<file path="config.mk">
export PLATFORM = sky130hd
export DESIGN_NAME = packet_and_word_stream_parser_flat
export DESIGN_NICKNAME = d
export VERILOG_FILES = /design/src/hw/rtl/pwsp_pkg.sv /design/src/hw/rtl/pwsp_if.sv /design/src/hw/rtl/pwsp_step.sv /design/src/hw/rtl/packet_and_word_stream_parser.sv /design/src/flat_wrapper.sv
export SDC_FILE = /design/constraint.sdc
export NUM_CORES = 1
export LEC_CHECK = 0
export BUFFER_PORTS_ARGS = -buffer_cell sky130_fd_sc_hd__buf_2
export CAP_MARGIN = 20
export CORE_ASPECT_RATIO = 1.25
export CORE_MARGIN = 2
export CORE_UTILIZATION = 35
export CTS_CLUSTER_SIZE = 25
export DETAILED_ROUTE_END_ITERATION = 10
export PLACE_DENSITY = 0.64
export SLEW_MARGIN = 20
export SYNTH_ARGS = -nofsm -noshare
export SYNTH_HDL_FRONTEND = slang
export SYNTH_HIERARCHICAL = 1
export SYNTH_SLANG_ARGS = --single-unit
</file>
<file path="constraint.sdc">
create_clock -name clock -period 3.98 [get_ports clock]
set_clock_uncertainty 0.1 [all_clocks]
set_input_delay 0 -clock clock [delete_from_list [all_inputs] [get_ports clock]]
set_output_delay 0 -clock clock [all_outputs]
set_load 0.01 [all_outputs]
</file>
<file path="src/hw/rtl/pwsp_pkg.sv">
// ----------------------------------------------------------------------------
// pwsp_pkg
// Shared types and constants of the packet and word stream parser.
// ----------------------------------------------------------------------------
package pwsp_pkg;

   localparam int WORD_MAX = 32;

   localparam logic [7:0] START_BYTE = 8'h7E;
   localparam logic [7:0] SUM_BASE   = 8'hFF;

   localparam logic [2:0] PH_WAIT   = 3'd0;
   localparam logic [2:0] PH_WORD   = 3'd1;
   localparam logic [2:0] PH_OP     = 3'd2;
   localparam logic [2:0] PH_SENDER = 3'd3;
   localparam logic [2:0] PH_LENGTH = 3'd4;
   localparam logic [2:0] PH_DATA   = 3'd5;
   localparam logic [2:0] PH_CHECK  = 3'd6;

   localparam logic [1:0] RESP_PARSING = 2'd0;
   localparam logic [1:0] RESP_START   = 2'd1;
   localparam logic [1:0] RESP_WORD    = 2'd2;
   localparam logic [1:0] RESP_PACKET  = 2'd3;

   typedef struct packed {
      logic [2:0] phase;
      logic [7:0] data_sum;
      logic [7:0] data_count;
      logic [7:0] header_op;
      logic [7:0] header_sender;
      logic [7:0] header_length;
      logic [5:0] word_count;
   } state_type;

   typedef struct packed {
      logic [1:0] response;
      logic [7:0] packet_op;
      logic [7:0] packet_sender;
      logic [7:0] packet_length;
      logic       data_valid;
      logic [7:0] data_index;
      logic [7:0] data_byte;
      logic       word_char_valid;
      logic [4:0] word_index;
      logic [7:0] word_char;
      logic [5:0] word_length;
   } result_type;

   function automatic logic is_alnum(input logic [7:0] c);
      return (c >= 8'h30 && c <= 8'h39) || (c >= 8'h41 && c <= 8'h5A) ||
             (c >= 8'h61 && c <= 8'h7A);
   endfunction

endpackage

</file>
<file path="src/hw/rtl/pwsp_if.sv">
// ----------------------------------------------------------------------------
// pwsp_req_if / pwsp_rsp_if
// Valid/ready channels for received bytes and parse results.
// ----------------------------------------------------------------------------
interface pwsp_req_if;
   logic       valid;
   logic       ready;
   logic [7:0] rx_byte;

   modport source (output valid, output rx_byte, input ready);
   modport sink (input valid, input rx_byte, output ready);
endinterface

interface pwsp_rsp_if;
   logic       valid;
   logic       ready;
   logic [1:0] response;
   logic [7:0] packet_op;
   logic [7:0] packet_sender;
   logic [7:0] packet_length;
   logic       data_valid;
   logic [7:0] data_index;
   logic [7:0] data_byte;
   logic       word_char_valid;
   logic [4:0] word_index;
   logic [7:0] word_char;
   logic [5:0] word_length;

   modport source (output valid, output response, output packet_op,
                   output packet_sender, output packet_length, output data_valid,
                   output data_index, output data_byte, output word_char_valid,
                   output word_index, output word_char, output word_length,
                   input ready);
   modport sink (input valid, input response, input packet_op,
                 input packet_sender, input packet_length, input data_valid,
                 input data_index, input data_byte, input word_char_valid,
                 input word_index, input word_char, input word_length,
                 output ready);
endinterface

</file>
<file path="src/hw/rtl/pwsp_step.sv">
// ----------------------------------------------------------------------------
// pwsp_step
// Next parser state and result for one received byte.
// ----------------------------------------------------------------------------
module pwsp_step (
   input  pwsp_pkg::state_type  state,
   input  logic [7:0]           rx_byte,
   output pwsp_pkg::state_type  state_next,
   output pwsp_pkg::result_type result
);
   import pwsp_pkg::*;

   logic [7:0] count_inc;
   logic       alnum;
   logic       word_room;

   assign count_inc = state.data_count + 8'd1;
   assign alnum     = is_alnum(rx_byte);
   assign word_room = {2'b00, state.word_count} < 8'(WORD_MAX);

   always_comb begin
      state_next             = state;
      result                 = '0;
      result.response        = RESP_PARSING;
      if (state.phase != PH_CHECK && rx_byte == START_BYTE) begin
         state_next          = '0;
         state_next.phase    = PH_OP;
         result.response     = RESP_START;
      end else begin
         case (state.phase)
            PH_WAIT: begin
               if (alnum) begin
                  result.word_char_valid = 1'b1;
                  result.word_char       = rx_byte;
                  state_next.word_count  = 6'd1;
                  state_next.phase       = PH_WORD;
               end
            end
            PH_WORD: begin
               if (alnum) begin
                  if (word_room) begin
                     result.word_char_valid = 1'b1;
                     result.word_index      = state.word_count[4:0];
                     result.word_char       = rx_byte;
                     state_next.word_count  = state.word_count + 6'd1;
                  end
               end else begin
                  result.response       = RESP_WORD;
                  result.word_length    = state.word_count;
                  state_next.word_count = '0;
                  state_next.phase      = PH_WAIT;
               end
            end
            PH_OP: begin
               state_next.header_op = rx_byte;
               state_next.phase     = PH_SENDER;
            end
            PH_SENDER: begin
               state_next.header_sender = rx_byte;
               state_next.phase         = PH_LENGTH;
            end
            PH_LENGTH: begin
               state_next.header_length = rx_byte;
               state_next.phase         = (rx_byte == 8'd0) ? PH_CHECK : PH_DATA;
            end
            PH_DATA: begin
               result.data_valid     = 1'b1;
               result.data_index     = state.data_count;
               result.data_byte      = rx_byte;
               state_next.data_sum   = state.data_sum + rx_byte;
               state_next.data_count = count_inc;
               if (count_inc == state.header_length) begin
                  state_next.phase = PH_CHECK;
               end
            end
            PH_CHECK: begin
               state_next.phase = PH_WAIT;
               if (SUM_BASE - state.data_sum == rx_byte) begin
                  result.response = RESP_PACKET;
               end
            end
            default: begin
               state_next.phase = PH_WAIT;
            end
         endcase
      end
      result.packet_op     = state_next.header_op;
      result.packet_sender = state_next.header_sender;
      result.packet_length = state_next.header_length;
   end

endmodule

</file>
<file path="src/hw/rtl/packet_and_word_stream_parser.sv">
// ----------------------------------------------------------------------------
// packet_and_word_stream_parser
// Byte-serial deframer for checksummed packets and plain alphanumeric words.
// An accepted byte waits in the input register; its result beat is registered
// in the output register on rsp_bus. Throughput: 1 byte per cycle unless
// rsp_bus stalls; one byte's state update is a single pass through the step
// logic between the input and result registers. Reset: synchronous, active
// high; clears the valid flags of both registers and the parser state.
// ----------------------------------------------------------------------------
module packet_and_word_stream_parser (
   input  logic        clock,
   input  logic        reset,
   pwsp_req_if.sink    req_bus,
   pwsp_rsp_if.source  rsp_bus
);
   import pwsp_pkg::*;

   logic       in_valid_ff, in_valid_in;
   logic [7:0] in_byte_ff, in_byte_in;
   logic       out_valid_ff, out_valid_in;
   result_type out_ff, out_in;
   state_type  state_ff, state_in;
   state_type  state_next;
   result_type result;
   logic       advance;

   pwsp_step u_step (
      .state      (state_ff),
      .rx_byte    (in_byte_ff),
      .state_next (state_next),
      .result     (result)
   );

   assign advance       = in_valid_ff && (!out_valid_ff || rsp_bus.ready);
   assign req_bus.ready = !in_valid_ff || advance;

   always_comb begin
      in_valid_in  = in_valid_ff;
      in_byte_in   = in_byte_ff;
      out_valid_in = out_valid_ff;
      out_in       = out_ff;
      state_in     = state_ff;
      if (advance) begin
         in_valid_in = 1'b0;
      end
      if (req_bus.valid && req_bus.ready) begin
         in_valid_in = 1'b1;
         in_byte_in  = req_bus.rx_byte;
      end
      if (rsp_bus.ready) begin
         out_valid_in = 1'b0;
      end
      if (advance) begin
         out_valid_in = 1'b1;
         out_in       = result;
         state_in     = state_next;
      end
   end

   always_ff @(posedge clock) begin
      if (reset) begin
         in_valid_ff  <= 1'b0;
         out_valid_ff <= 1'b0;
         state_ff     <= '0;
      end else begin
         in_valid_ff  <= in_valid_in;
         out_valid_ff <= out_valid_in;
         state_ff     <= state_in;
      end
   end

   always_ff @(posedge clock) begin
      in_byte_ff <= in_byte_in;
      out_ff     <= out_in;
   end

   assign rsp_bus.valid           = out_valid_ff;
   assign rsp_bus.response        = out_ff.response;
   assign rsp_bus.packet_op       = out_ff.packet_op;
   assign rsp_bus.packet_sender   = out_ff.packet_sender;
   assign rsp_bus.packet_length   = out_ff.packet_length;
   assign rsp_bus.data_valid      = out_ff.data_valid;
   assign rsp_bus.data_index      = out_ff.data_index;
   assign rsp_bus.data_byte       = out_ff.data_byte;
   assign rsp_bus.word_char_valid = out_ff.word_char_valid;
   assign rsp_bus.word_index      = out_ff.word_index;
   assign rsp_bus.word_char       = out_ff.word_char;
   assign rsp_bus.word_length     = out_ff.word_length;

endmodule

</file>
<file path="src/flat_wrapper.sv">
// flat-port wrapper written by rule: the top's interface ports become plain ports
module packet_and_word_stream_parser_flat import pwsp_pkg::*;
  (clock, reset, req_bus_valid, req_bus_rx_byte, req_bus_ready, rsp_bus_valid, rsp_bus_response, rsp_bus_packet_op, rsp_bus_packet_sender, rsp_bus_packet_length, rsp_bus_data_valid, rsp_bus_data_index, rsp_bus_data_byte, rsp_bus_word_char_valid, rsp_bus_word_index, rsp_bus_word_char, rsp_bus_word_length, rsp_bus_ready);
  pwsp_req_if req_bus_i ();
  pwsp_rsp_if rsp_bus_i ();
  input  logic clock;
  input  logic reset;
  input wire logic [$bits(req_bus_i.valid)-1:0] req_bus_valid;
  input wire logic [$bits(req_bus_i.rx_byte)-1:0] req_bus_rx_byte;
  output wire logic [$bits(req_bus_i.ready)-1:0] req_bus_ready;
  output wire logic [$bits(rsp_bus_i.valid)-1:0] rsp_bus_valid;
  output wire logic [$bits(rsp_bus_i.response)-1:0] rsp_bus_response;
  output wire logic [$bits(rsp_bus_i.packet_op)-1:0] rsp_bus_packet_op;
  output wire logic [$bits(rsp_bus_i.packet_sender)-1:0] rsp_bus_packet_sender;
  output wire logic [$bits(rsp_bus_i.packet_length)-1:0] rsp_bus_packet_length;
  output wire logic [$bits(rsp_bus_i.data_valid)-1:0] rsp_bus_data_valid;
  output wire logic [$bits(rsp_bus_i.data_index)-1:0] rsp_bus_data_index;
  output wire logic [$bits(rsp_bus_i.data_byte)-1:0] rsp_bus_data_byte;
  output wire logic [$bits(rsp_bus_i.word_char_valid)-1:0] rsp_bus_word_char_valid;
  output wire logic [$bits(rsp_bus_i.word_index)-1:0] rsp_bus_word_index;
  output wire logic [$bits(rsp_bus_i.word_char)-1:0] rsp_bus_word_char;
  output wire logic [$bits(rsp_bus_i.word_length)-1:0] rsp_bus_word_length;
  input wire logic [$bits(rsp_bus_i.ready)-1:0] rsp_bus_ready;
  assign req_bus_i.valid = req_bus_valid;
  assign req_bus_i.rx_byte = req_bus_rx_byte;
  assign req_bus_ready = req_bus_i.ready;
  assign rsp_bus_valid = rsp_bus_i.valid;
  assign rsp_bus_response = rsp_bus_i.response;
  assign rsp_bus_packet_op = rsp_bus_i.packet_op;
  assign rsp_bus_packet_sender = rsp_bus_i.packet_sender;
  assign rsp_bus_packet_length = rsp_bus_i.packet_length;
  assign rsp_bus_data_valid = rsp_bus_i.data_valid;
  assign rsp_bus_data_index = rsp_bus_i.data_index;
  assign rsp_bus_data_byte = rsp_bus_i.data_byte;
  assign rsp_bus_word_char_valid = rsp_bus_i.word_char_valid;
  assign rsp_bus_word_index = rsp_bus_i.word_index;
  assign rsp_bus_word_char = rsp_bus_i.word_char;
  assign rsp_bus_word_length = rsp_bus_i.word_length;
  assign rsp_bus_i.ready = rsp_bus_ready;
  packet_and_word_stream_parser u_core (.clock(clock), .reset(reset), .req_bus(req_bus_i), .rsp_bus(rsp_bus_i));
endmodule
</file>
Word-level counts from Yosys, hierarchy flattened. Index checks and enable logic that the tools add are counted. Widths: inputs -> output; s select.

$add $sub $neg: 4. $lt $le $gt $ge: 7. Eq/ne operators: 14. Muxes and demuxes: 28. Bitwise gates (word level): 4. Reduce and logical (&&, ||, !) cells: 24.

Operator list (number): $mux 49 (1); $mux 8 (4); $mux 14 (2); $mux 6 (3); $pmux 3 s6 (1); $mux 17 (1); $eq 8x8->1 (2); $ge 8x7->1 const B (2); $le 8x7->1 const B (2); $mux 16 (1); $pmux 8 s2 (1); $ne 3x3->1 const B (4); $pmux 6 s2 (1); $eq 3x3->1 const B (3); $mux 3 (3); $add 8x1->8 const B (1); $add 8x8->8 (1); $eq 8x7->1 const B (1); $ge 8x6->1 const B (1); $le 8x6->1 const B (1); $logic_not 8->1 (1); $reduce_and 4->1 (2); $sub 8x8->8 const A (1); $add 6x1->6 const B (1); 19 further kinds (40).

Bits in registers: 122. Word-level logic and storage cells: 102.

Longest topological paths before layout. Gate-level depths: netlist (run 1).

Word-level depth: 7. Mapped depth: 11. Gate-level depth less buffers: 11.

Modules after synthesis. Netlist (run 1), hierarchy kept.

Modules (own cells, without submodules): packet_and_word_stream_parser (times used 1, cells an instance 294, area each 4458.0 um^2, seq. area each 3153.0 um^2); pwsp_step (times used 1, cells an instance 312, area each 2023.2 um^2, seq. area each 0.0 um^2).

Least setup slack after synthesis (run 1). OpenSTA, ideal clock, no wires.

Kind: register to register. Start: register u_core.in_byte_ff[3]. End: register u_core/state_ff[45] in the netlist's numbering. Library setup time: 0.072 ns. Arrival: 2.249 ns. Required time: 3.808 ns. Path slack: 1.559 ns. Stages on the path, launching flop included: 10. Buffers on the path: 0. Period minus slack after synthesis: 2.421 ns. Path through: edfxtp_1 ha_1 a21o_1 a221oi_1 o21ai_0 xnor2_1 or3_1 a21oi_1 nand2b_1 mux2i_1.

RTL lines: start: declaration (line packet_and_word_stream_parser.sv:19) `logic [7:0] in_byte_ff, in_byte_in;`; start signal: assignment (line packet_and_word_stream_parser.sv:73) `in_byte_ff <= in_byte_in;`; end signal: assignment (line packet_and_word_stream_parser.sv:68) `state_ff <= state_in;`; end: declaration (line packet_and_word_stream_parser.sv:22) `state_type state_ff, state_in;`.

==> impl_results.md, run 1 <==
* Part of the power in combinational logic at 0.058
* CTS root buf: clkbuf_16
* Critical register-to-register path startpoint: u_core/in_byte_ff[4]$_DFFE_PP_
* Flop pwr share at 0.465
* DR vias at 4414
* Area overhead of the layout relative to synthesis at 15.3%
* Count of state elements after synthesis at 122
* Final-layout worst hold slack at 0.169 ns
* Minimum clock period after layout at 2.82 ns
* Setup TNS at 0 ns
* Worst min-delay path class: primary input to flip-flop
* Number of instances in the placed design at 858
* Max Clock Freq at 355 MHz
* Power Total at 0.00299 W
* Result of the run: complete, no violations
* Die Footprint at 19600 µm²
* Vertical die dimension at 156 µm
* Hold worst-path end: u_core/rsp_bus.valid$_SDFFE_PP0P_
* Most used flip-flop cell after synthesis: edfxtp_1
* Data arrival, critical path at 2.99 ns
* Half-perimeter wire length of the detailed placement result at 9680 µm
* Number of max-cap violations at 0
* Post-CTS setup buffer count at 0
* Global placer's final weighted congestion at 0.839
* Number of setup violations in the final report at 0
* Horizontal die dimension at 126 µm
* Peak supply drop at 0.264 mV
* Net total in the final layout at 684
* Critical hold path startpoint: reset
* Worst-skew pair later-pin latency at 0.42 ns
* Clock power share at 0.477
* Clock Tree Buf Depth at 2
* Top-level port count at 77
* Pin count of the biggest net entering global routing at 113
* TritonCTS clock tree: yes
* Depth of the worst register-to-register path at 7
* Least-Margin Pin Slew at 1.14 ns
* Overall track demand over capacity in global routing at 0.153
* Final non-filler cell total at 901
* Power Density at 400 nW/µm²
* Grt ovf at 0
* First-pass iteration count of the detailed router at 4
* Static Leakage at 2.83 nW
* Largest driver fanout on the critical path at 14
* Final Routed Wirelength at 14400 µm
* Fraction of final layout cells sized beyond drive strength 1 at 0.196
* Worst flop-to-flop path endpoint: u_core/state_ff[5]$_SDFFE_PP0P_
* Total of cells resized after clock tree synthesis at 0
* Total clock buffers created by CTS at 17
* Required time worst endpoint at 4.15 ns
* Hold Violations, Final at 0
* Number of pins with negative max-slew slack in the final report at 0
* Port bufs at 76
* Number of instances on the worst hold path at 3
* Post-synth EDFFs at 71
* Worst setup EP type: flip-flop
* Cell internal pwr at 0.00227 W
* Post-detailed-route count of antenna-violating nets at 0
* Total of warnings raised by yosys at 6
* Fraction of the core area covered by cells at the end of the flow at 0.413
* Starting utilization of the core area at 0.358
* Proportion of synthesized flip-flops having asynchronous set or reset at 0
* Net switching power at 0.000721 W
* Initial antenna violation count at 0
* Antenna Diode Count at 0
* Sequential-to-total area share from yosys stat at 0.486
* Normalized max-slew margin at 0.239
* Synthesized area per cell at 10.7 µm²
* Initial DRC count at 368
* Mapped cell area at 6480 µm²
* Number of placement rows at 55
* Gate Count Post-Synth at 606
* Clock-pin slew on the worst setup and hold paths at 0.06 ns
* Sinks on Clock Net at 122
* Period Utilization, post-route at 0.708
* H-Tree Level Count at 4
* Remaining design rule violation count at 0
* Type of the worst setup path: flip-flop to flip-flop
* Post-Synthesis Net Count at 630
* Unrepaired setup endpoints after global routing: no
* Vias in the first global route at 4403
* Wire length of the first global-routing pass at 23500 µm
* Critical path launch point type: flip-flop
* Vias per cell at 4.90
* Core region area at 18100 µm²
* DR WL/cell at 16.0 µm
* Distinct cells, synth at 58
* Flop2flop setup slack at 1.16 ns
* Share of total power consumed by net switching at 0.241
[critical path: stages, from the launching register on]
cell	delay, ns
edfxtp_1	0.62
nand4b_1	0.26
nor3_2	0.92
buf_4	0.33
nand3b_1	0.13
o21ai_0	0.14
nand2b_1	0.11
mux2i_1	0.06
[per-layer routing]
| layer | global-route usage | vias to the layer above | share of wire |
|---|---|---|---|
| met3 | 0.0391 | 16 | 0.047 |
| li1 | - | 2166 | - |
| met1 | 0.189 | 2119 | 0.45 |
| met5 | 0 | - | 0 |
| met4 | 0.0656 | 0 | 0.021 |
| met2 | 0.253 | 113 | 0.49 |
[worst max path at each step]
| stage | slack, ns | from | depth (start not counted) | to |
|---|---|---|---|---|
| finish | 1.16 | u_core/in_byte_ff[4]$_DFFE_PP_ | 7 | u_core/state_ff[5]$_SDFFE_PP0P_ |
| floorplan | 1.56 | u_core/in_byte_ff[3]$_DFFE_PP_ | 9 | u_core/state_ff[45]$_SDFFE_PP0P_ |
| global placement | 1.20 | u_core/in_byte_ff[6]$_DFFE_PP_ | 8 | u_core/state_ff[1]$_SDFFE_PP0P_ |
| CTS | 1.04 | u_core/in_byte_ff[6]$_DFFE_PP_ | 8 | u_core/state_ff[1]$_SDFFE_PP0P_ |
| detailed placement | 1.07 | u_core/in_byte_ff[6]$_DFFE_PP_ | 8 | u_core/state_ff[1]$_SDFFE_PP0P_ |
| global route | 0.95 | u_core/in_byte_ff[4]$_DFFE_PP_ | 9 | u_core/state_ff[45]$_SDFFE_PP0P_ |
[what timing repair did]
item | 4_1_cts | 5_1_grt
endpoints found under the setup margin | 0 | 0
endpoints found under the hold margin | 10 | 0
hold buffers | 11 | 0
[stage by stage]
stage,setup slack [ns],area [µm²]
detailed placement,1.07,6800
finish,1.16,7470
global route,0.955,7470
global placement,1.20,6800
floorplan,1.56,6480
CTS,1.04,7460
[power groups by stage]
stage,logic (W),registers (W),clock network (W)
2_1_floorplan,0.000115,0.00142,0
3_3_place_gp,0.000164,0.00141,0
3_5_place_dp,0.000166,0.00142,0
4_1_cts,0.000174,0.00139,0.00146
5_1_grt,0.000189,0.00139,0.00153
6_report,0.000173,0.00139,0.00143
[cell usage in the layout, fill, tap and decap left out, drive strengths merged, types with 2 or more instances in the layout]
master,netlist,final
nor3b,3,3
nand4b,2,2
nand4,3,3
nand2,25,25
o21ai,15,15
xor2,10,10
and2,26,26
mux2i,71,71
inv,10,16
clkbuf,18,18
nor3,8,8
nor2b,8,8
nor4,5,5
xnor2,10,10
a21o,4,4
clkinvlp,0,7
dlygate4sd3,0,11
nand3b,2,2
nand2b,104,104
buf,41,83
a31oi,5,5
nor2,47,47
ha,11,11
a21oi,20,20
nand3,5,5
o22ai,2,2
or3,4,4
dfxtp,51,51
nor4b,2,2
edfxtp,71,71
and3,7,7
[flip-flops by register name, indices dropped and copies added, names as in the netlist, 2 cells and up]
register / count
u_core/state_ff: 49
u_core/in_byte_ff: 8
u_core/rsp_bus.data_byte: 8
u_core/rsp_bus.data_index: 8
u_core/rsp_bus.packet_length: 8
u_core/rsp_bus.packet_op: 8
u_core/rsp_bus.packet_sender: 8
u_core/rsp_bus.word_char: 8
u_core/rsp_bus.word_length: 6
u_core/rsp_bus.word_index: 5
u_core/rsp_bus.response: 2
[Yosys cell counts (7+ instances only)]
master,number,area share
inv_1,10,0.0058
xnor2_1,10,0.014
nor3_1,7,0.0054
buf_4,26,0.030
xor2_1,10,0.014
o21ai_0,13,0.010
nand2_1,25,0.014
a21oi_1,20,0.015
dfxtp_1,51,0.16
nand2b_1,104,0.10
nor2_1,46,0.027
mux2i_1,71,0.11
and2_1,23,0.022
ha_1,11,0.021
edfxtp_1,71,0.33
clkbuf_1,18,0.010
[area by class of cell]
type	instances	area (µm²)
Fill cell	1731	10600
Sequential cell	122	3150
Multi-Input combinational cell	415	2890
Timing Repair Buffer	94	556
Clock buffer	18	439
Tap cell	228	285
Clock inverter	14	113
Inverter	10	37.5
[logic make-up (layout without fill, tap and decap cells)]
| family | Yosys count | after routing | share of synthesized area |
|---|---|---|---|
| DFF | 122 | 122 | 0.486 |
| and+or+nand+nor | 255 | 255 | 0.226 |
| AOI/OAI and AO/OA | 56 | 56 | 0.0535 |
| adders and majority gates | 12 | 12 | 0.0243 |
| xor gates and xnor gates | 20 | 20 | 0.0270 |
| muxes | 71 | 71 | 0.110 |
| buffers and inverters | 69 | 136 | 0.0722 |
| other | 1 | 1 | 0.000579 |
No activity file was read; power rests on OpenSTA's default activity.
==> run 2: changes to the inputs <==
Settings changed: ABC_AREA from default to 1, PLACE_DENSITY 0.64 to 0.63.
Clock period 3.98 ns to 2.9 ns, I/O delays scaled along.
==> impl_results.md, run 2 <==
* Number of placement rows at 56
* Depth of the worst register-to-register path at 17
* Core region area at 18700 µm²
* Most area-hungry cell type in the Yosys netlist: edfxtp_1
* Grt ovf at 0
* Starting utilization of the core area at 0.357
* Number of instances on the worst hold path at 3
* Die Footprint at 20200 µm²
* Leading cell type by number of instances after synthesis: nand2_1
* Peak supply drop at 0.416 mV
* Number of setup violations in the final report at 0
* Synthesized area per cell at 7.71 µm²
* Cell types with the largest area share after synthesis: edfxtp_1 32%, dfxtp_1 15%, nand2_1 10%, inv_1 7.1%, nand3_1 6.6%
* Post-synth EDFFs at 71
* Wire length of the first global-routing pass at 25600 µm
* Port bufs at 76
* Yosys top cell area share at 0.319
* Count of state elements after synthesis at 122
* Proportion of synthesized flip-flops having asynchronous set or reset at 0
* Clock Tree Buf Depth at 2
* Mapped cell area at 6680 µm²
* Overall track demand over capacity in global routing at 0.163
* Total of warnings raised by yosys at 6
* Vias per cell at 4.78
* Worst min-delay path class: primary input to flip-flop
* Largest driver fanout on the critical path at 6
* Max Clock Freq at 432 MHz
* Critical path launch point type: flip-flop
* DR WL/cell at 13.7 µm
* Global placer's final weighted congestion at 0.856
* First-pass iteration count of the detailed router at 5
* Commonest non-fill, non-tap cell in the layout: nand2_1
* Flop2flop setup slack at 0.59 ns
* Sinks on Clock Net at 122
* Critical register-to-register path startpoint: u_core/in_byte_ff[0]$_DFFE_PP_
* H-Tree Level Count at 4
* Minimum clock period after layout at 2.31 ns
* CTS root buf: clkbuf_16
* Minimum setup slack in the final design at 0.585 ns
* Critical hold path startpoint: req_bus_valid
* Horizontal die dimension at 128 µm
* Result of the run: complete, no violations
* Half-perimeter wire length of the detailed placement result at 10200 µm
* Flip-flop count of the largest register, all copies and words added at 49
* TritonCTS clock tree: yes
* Gate Count Post-Synth at 866
* Data arrival, critical path at 2.53 ns
* Final Routed Wirelength at 15900 µm
* Vertical die dimension at 158 µm
* DR vias at 5545
* Fraction of final layout cells sized beyond drive strength 1 at 0.168
* Least-Margin Pin Slew at 1.01 ns
* Pin count of the biggest net entering global routing at 100
* Total clock buffers created by CTS at 17
* Top-level port count at 77
* Crit path largest cell delay at 0.45 ns
* Number of pins with negative max-slew slack in the final report at 0
* Worst-skew pair later-pin latency at 0.42 ns
* Initial antenna violation count at 0
* Normalized max-slew margin at 0.324
* Most used flip-flop cell after synthesis: edfxtp_1
* Sequence of cells on the critical path: ha_1, inv_1, fa_1, inv_1, nand3_1, nand2_1, a21oi_1, nor2_1, nor2_1, nand2_1, nand2_1, o21bai_1, inv_1, inv_1, nand3_1, nand2_1, nor2_1
* Antenna Diode Count at 0
* Distinct cells, synth at 36
* Net total in the final layout at 940
* Leading cell types by count after synthesis: 178 x nand2_1, 126 x inv_1, 93 x nor2_1
* Worst Setup EP: u_core/state_ff[44]$_SDFFE_PP0P_
* Worst setup EP type: flip-flop
* Unrepaired setup endpoints after global routing: no
* Sequential-to-total area share from yosys stat at 0.472
* Worst slack after detailed placement at 0.614 ns
* Setup TNS at 0 ns
* Type of the worst setup path: flip-flop to flip-flop
* Worst flop-to-flop path endpoint: u_core/state_ff[44]$_SDFFE_PP0P_
* Post-Synthesis Net Count at 890
* Period Utilization, post-route at 0.798
* Total of cells resized after clock tree synthesis at 0
* Final-layout worst hold slack at 0.0275 ns
* Cell with the biggest individual delay on the critical path: edfxtp_1
* Vias in the first global route at 5078
* Most flop-heavy register: u_core/state_ff
* Static Leakage at 3.55 nW
* Post-detailed-route count of antenna-violating nets at 0
* Hold Violations, Final at 0
* Clock-pin slew on the worst setup and hold paths at 0.06 ns
* Remaining design rule violation count at 0
* Required time worst endpoint at 3.11 ns
* Area overhead of the layout relative to synthesis at 15.7%
* Power Density at 613 nW/µm²
* Initial DRC count at 393
* Crit path launch: u_core/in_byte_ff[0]$_DFFE_PP_
* Leading cell types in the layout, fill and taps excluded: 178 x nand2_1, 125 x inv_1, 93 x nor2_1, 88 x nand3_1, 76 x buf_2
* Number of max-cap violations at 0
## run 2: changes by cell type after synthesis, sizes merged, moves of 8 or more
cell	previous run	this run
buf	41	58
xnor2	10	2
o21ai	15	35
mux2i	71	1
nand2	25	183
a21oi	20	67
nor2	47	95
inv	10	149
nand3	5	90
nor2b	8	0
and2	26	0
nand2b	104	0
clkbuf	18	6
## run 2: what timing repair did
| action | 4_1_cts | 5_1_grt |
|---|---|---|
| setup endpoints to repair | 0 | 0 |
| setup buffers | 0 | 0 |
| hold buffers | 11 | 0 |
| hold endpoints to repair | 15 | 0 |
## run 2: cells by family (layout without fill, tap and decap cells)
| kind of cell | count (synthesis) | count (layout) | share of synthesized area |
|---|---|---|---|
| simple gates | 389 | 389 | 0.252 |
| buf+inv | 213 | 275 | 0.144 |
| flops | 122 | 122 | 0.472 |
| compound gates | 120 | 120 | 0.0957 |
| fa+ha+maj | 12 | 12 | 0.0236 |
| xor+xnor | 8 | 8 | 0.0105 |
| other cells | 1 | 1 | 0.000561 |
| mux | 1 | 1 | 0.00150 |
## run 2: worst min-delay path by stage
stage / slack (ns) / to
CTS: 0.02 / u_core/in_byte_ff[3]$_DFFE_PP_
detailed placement: 0.08 / u_core/in_byte_ff[6]$_DFFE_PP_
global route: 0.04 / u_core/in_byte_ff[3]$_DFFE_PP_
floorplan: -0.03 / u_core/in_valid_ff$_SDFFE_PP0P_
finish: 0.03 / u_core/in_byte_ff[3]$_DFFE_PP_
global placement: 0.08 / u_core/in_byte_ff[6]$_DFFE_PP_
## run 2: per-layer routing
| layer | vias to the layer above | global-route usage | part of all wire |
|---|---|---|---|
| met3 | 21 | 0.0360 | 0.042 |
| met2 | 114 | 0.283 | 0.49 |
| li1 | 2839 | - | - |
| met1 | 2571 | 0.194 | 0.45 |
| met5 | - | 0 | 0 |
| met4 | 0 | 0.0691 | 0.021 |
## run 2: power breakdown
part           switching [W]  leakage, nW  total [W]  internal [W]
Combinational       0.000385         2.15   0.000608      0.000223
Clock               0.000773        0.274    0.00211       0.00134
Sequential         0.0000773         1.12    0.00202       0.00194
## run 2: final cells by class
cell class	count	area, µm²
Clock buffer	19	433
Clock inverter	12	151
Fill cell	1885	11000
Inverter	149	559
Multi-Input combinational cell	531	2570
Sequential cell	122	3150
Tap cell	232	290
Timing Repair Buffer	95	563
## run 2: through the flow
| step | util | instance area [µm²] | cells | power, W |
|---|---|---|---|---|
| after floorplan | - | 6690 | 866 | 0.00253 |
| after global placement | 0.376 | 7030 | 1118 | 0.00264 |
| after detailed placement | 0.376 | 7030 | 1118 | 0.00265 |
| after CTS | 0.413 | 7730 | 1160 | 0.00478 |
| after global routing | 0.413 | 7730 | 1160 | 0.00496 |
| final | 0.413 | 7730 | 1160 | 0.00474 |
## run 2: critical path, delay by kind of cell, from the launching register on
kind            cells  cell delay (ns)
flops               1             0.45
simple gates        9             0.63
fa+ha+maj           2             0.56
compound gates      2             0.21
buf+inv             4             0.24
==> run 3: changes to the inputs <==
Clock period 2.9 ns to 2.15 ns, I/O delays scaled along.
==> impl_results.md, run 3 (same netlist as run 2, synthesis figures left out) <==
* Worst setup EP type: flip-flop
* Normalized max-slew margin at 0.607
* DR vias at 5639
* Vertical die dimension at 158 µm
* First-pass iteration count of the detailed router at 5
* Fraction of the core area covered by cells at the end of the flow at 0.431
* Power Density at 811 nW/µm²
* Minimum clock period after layout at 2.10 ns
* Initial antenna violation count at 0
* Static Leakage at 3.70 nW
* Worst flop-to-flop path endpoint: u_core/state_ff[44]$_SDFFE_PP0P_
* Sequence of cells on the critical path: ha_2, inv_2, fa_2, inv_2, nand3_2, nand2_2, a21oi_2, nor2_1, nor2_1, nand2_1, nand2_1, o21bai_1, inv_1, inv_1, nand3_1, nand2_1, nor2_1
* Horizontal die dimension at 128 µm
* Critical register-to-register path startpoint: u_core/in_byte_ff[0]$_DFFE_PP_
* Clock Tree Buf Depth at 2
* Data arrival, critical path at 2.30 ns
* Crit path buf inv count at 4
* Least-Margin Pin Slew at 0.589 ns
* Sinks on Clock Net at 122
* Met2 WL post-DR at 8170 µm
* Flip-flop count of the largest register, all copies and words added at 49
* Crit path largest cell delay at 0.35 ns
* Commonest non-fill, non-tap cell in the layout: nand2_1
* Fraction of final layout cells sized beyond drive strength 1 at 0.212
* H-Tree Level Count at 4
* Core region area at 18700 µm²
* Setup TNS at 0 ns
* Port bufs at 76
* Final Routed Wirelength at 16200 µm
* DR WL/cell at 13.6 µm
* Net total in the final layout at 965
* Number of placement rows at 56
* Number of logic stages on the critical path including buffering at 17
* Number of max-cap violations at 0
* TritonCTS clock tree: yes
* Most flop-heavy register: u_core/state_ff
* Crit path launch: u_core/in_byte_ff[0]$_DFFE_PP_
* Period Utilization, post-route at 0.975
* Worst-skew pair later-pin latency at 0.42 ns
* Number of instances on the worst hold path at 4
* Type of the worst setup path: flip-flop to flip-flop
* Global placer's final weighted congestion at 0.888
* Max Clock Freq at 477 MHz
* Required time worst endpoint at 2.36 ns
* Worst min-delay path class: primary input to flip-flop
* Starting utilization of the core area at 0.357
* Overall track demand over capacity in global routing at 0.163
* Critical path launch point type: flip-flop
* Final non-filler cell total at 1186
* Area overhead of the layout relative to synthesis at 20.6%
* Post-detailed-route count of antenna-violating nets at 0
* Wire length of the first global-routing pass at 25800 µm
* Worst Setup EP: u_core/state_ff[44]$_SDFFE_PP0P_
* Number of pins with negative max-slew slack in the final report at 0
* Vias in the first global route at 5142
* Total clock buffers created by CTS at 17
* Die Footprint at 20200 µm²
* WL met3 at 692 µm
* Antenna Diode Count at 0
* Number of instances in the placed design at 1138
* Final-layout worst hold slack at 0.142 ns
* Largest driver fanout on the critical path at 2
* Clock-pin slew on the worst setup and hold paths at 0.06 ns
* Depth of the worst register-to-register path at 17
* Result of the run: complete, no violations
* Routed metal-1 wirelength at 7030 µm
* Top sig layer: met4
* Number of setup violations in the final report at 0
* Initial DRC count at 381
* Peak supply drop at 0.537 mV
* Vias per cell at 4.75
* CTS root buf: clkbuf_16
* Top-level port count at 77
* Half-perimeter wire length of the detailed placement result at 10200 µm
* Hold Violations, Final at 0
* Gate family responsible for the most delay along the worst path: simple AND/OR/NAND/NOR gates
* Area post-placement at 7210 µm²
* Flop2flop setup slack at 0.05 ns
* Pin count of the biggest net entering global routing at 100
* Final Cell Area at 8060 µm²
* Unrepaired setup endpoints after global routing: yes
* Grt ovf at 0
* Leading cell types in the layout, fill and taps excluded: 176 x nand2_1, 123 x inv_1, 92 x nor2_1, 87 x nand3_1, 76 x buf_2
* Cell with the biggest individual delay on the critical path: edfxtp_1
* Remaining design rule violation count at 0
[run 3: how the worst min path moves through the flow]
stage | start | slack, ns | end
floorplan | reset | -0.03 | u_core/in_valid_ff$_SDFFE_PP0P_
global placement | reset | 0.09 | u_core/in_valid_ff$_SDFFE_PP0P_
detailed placement | reset | 0.09 | u_core/in_valid_ff$_SDFFE_PP0P_
CTS | rsp_bus_ready | 0.13 | u_core/rsp_bus.data_index[1]$_DFFE_PP_
global route | rsp_bus_ready | 0.16 | u_core/rsp_bus.data_byte[4]$_DFFE_PP_
finish | rsp_bus_ready | 0.14 | u_core/rsp_bus.data_byte[5]$_DFFE_PP_
[run 3: layout make-up]
cell class / instances / area, µm²
clock inverter: 14 / 174
clock buffer: 18 / 429
inverter: 149 / 562
multi-input combinational: 531 / 2660
tap: 232 / 290
fill: 1857 / 10600
sequential: 122 / 3160
timing repair buffer: 120 / 783
[run 3: stage by stage]
stage	setup slack, ns	power, W
final	0.0536	0.00654
after global placement	0.0773	0.00360
after floorplan	0.00664	0.00342
after CTS	0.0293	0.00657
after detailed placement	0.0387	0.00360
after global routing	-0.107	0.00684
[run 3: power breakdown]
group	internal [W]	switching [W]	total [W]	leakage, nW
Clock	0.00183	0.00110	0.00292	0.285
Sequential	0.00261	0.0000999	0.00271	1.13
Combinational	0.000353	0.000545	0.000898	2.29
[run 3: per-layer routing]
layer,vias to the layer above,track usage
met5,-,0
met4,0,0.0602
met3,19,0.0349
met2,121,0.287
met1,2598,0.196
li1,2901,-
[run 3: worst reg2reg max path, delay by kind of cell, from the launching register on]
| family | cells | cell delay, ns |
|---|---|---|
| simple gates | 9 | 0.62 |
| compound gates | 2 | 0.19 |
| fa+ha+maj | 2 | 0.53 |
| flops | 1 | 0.35 |
| buf+inv | 4 | 0.20 |
[run 3: repair_timing]
action	CTS	global route
hold buffers	11	0
resized for setup	0	25
endpoints found under the hold margin	11	0
endpoints found under the setup margin	0	10
buffers inserted	0	5
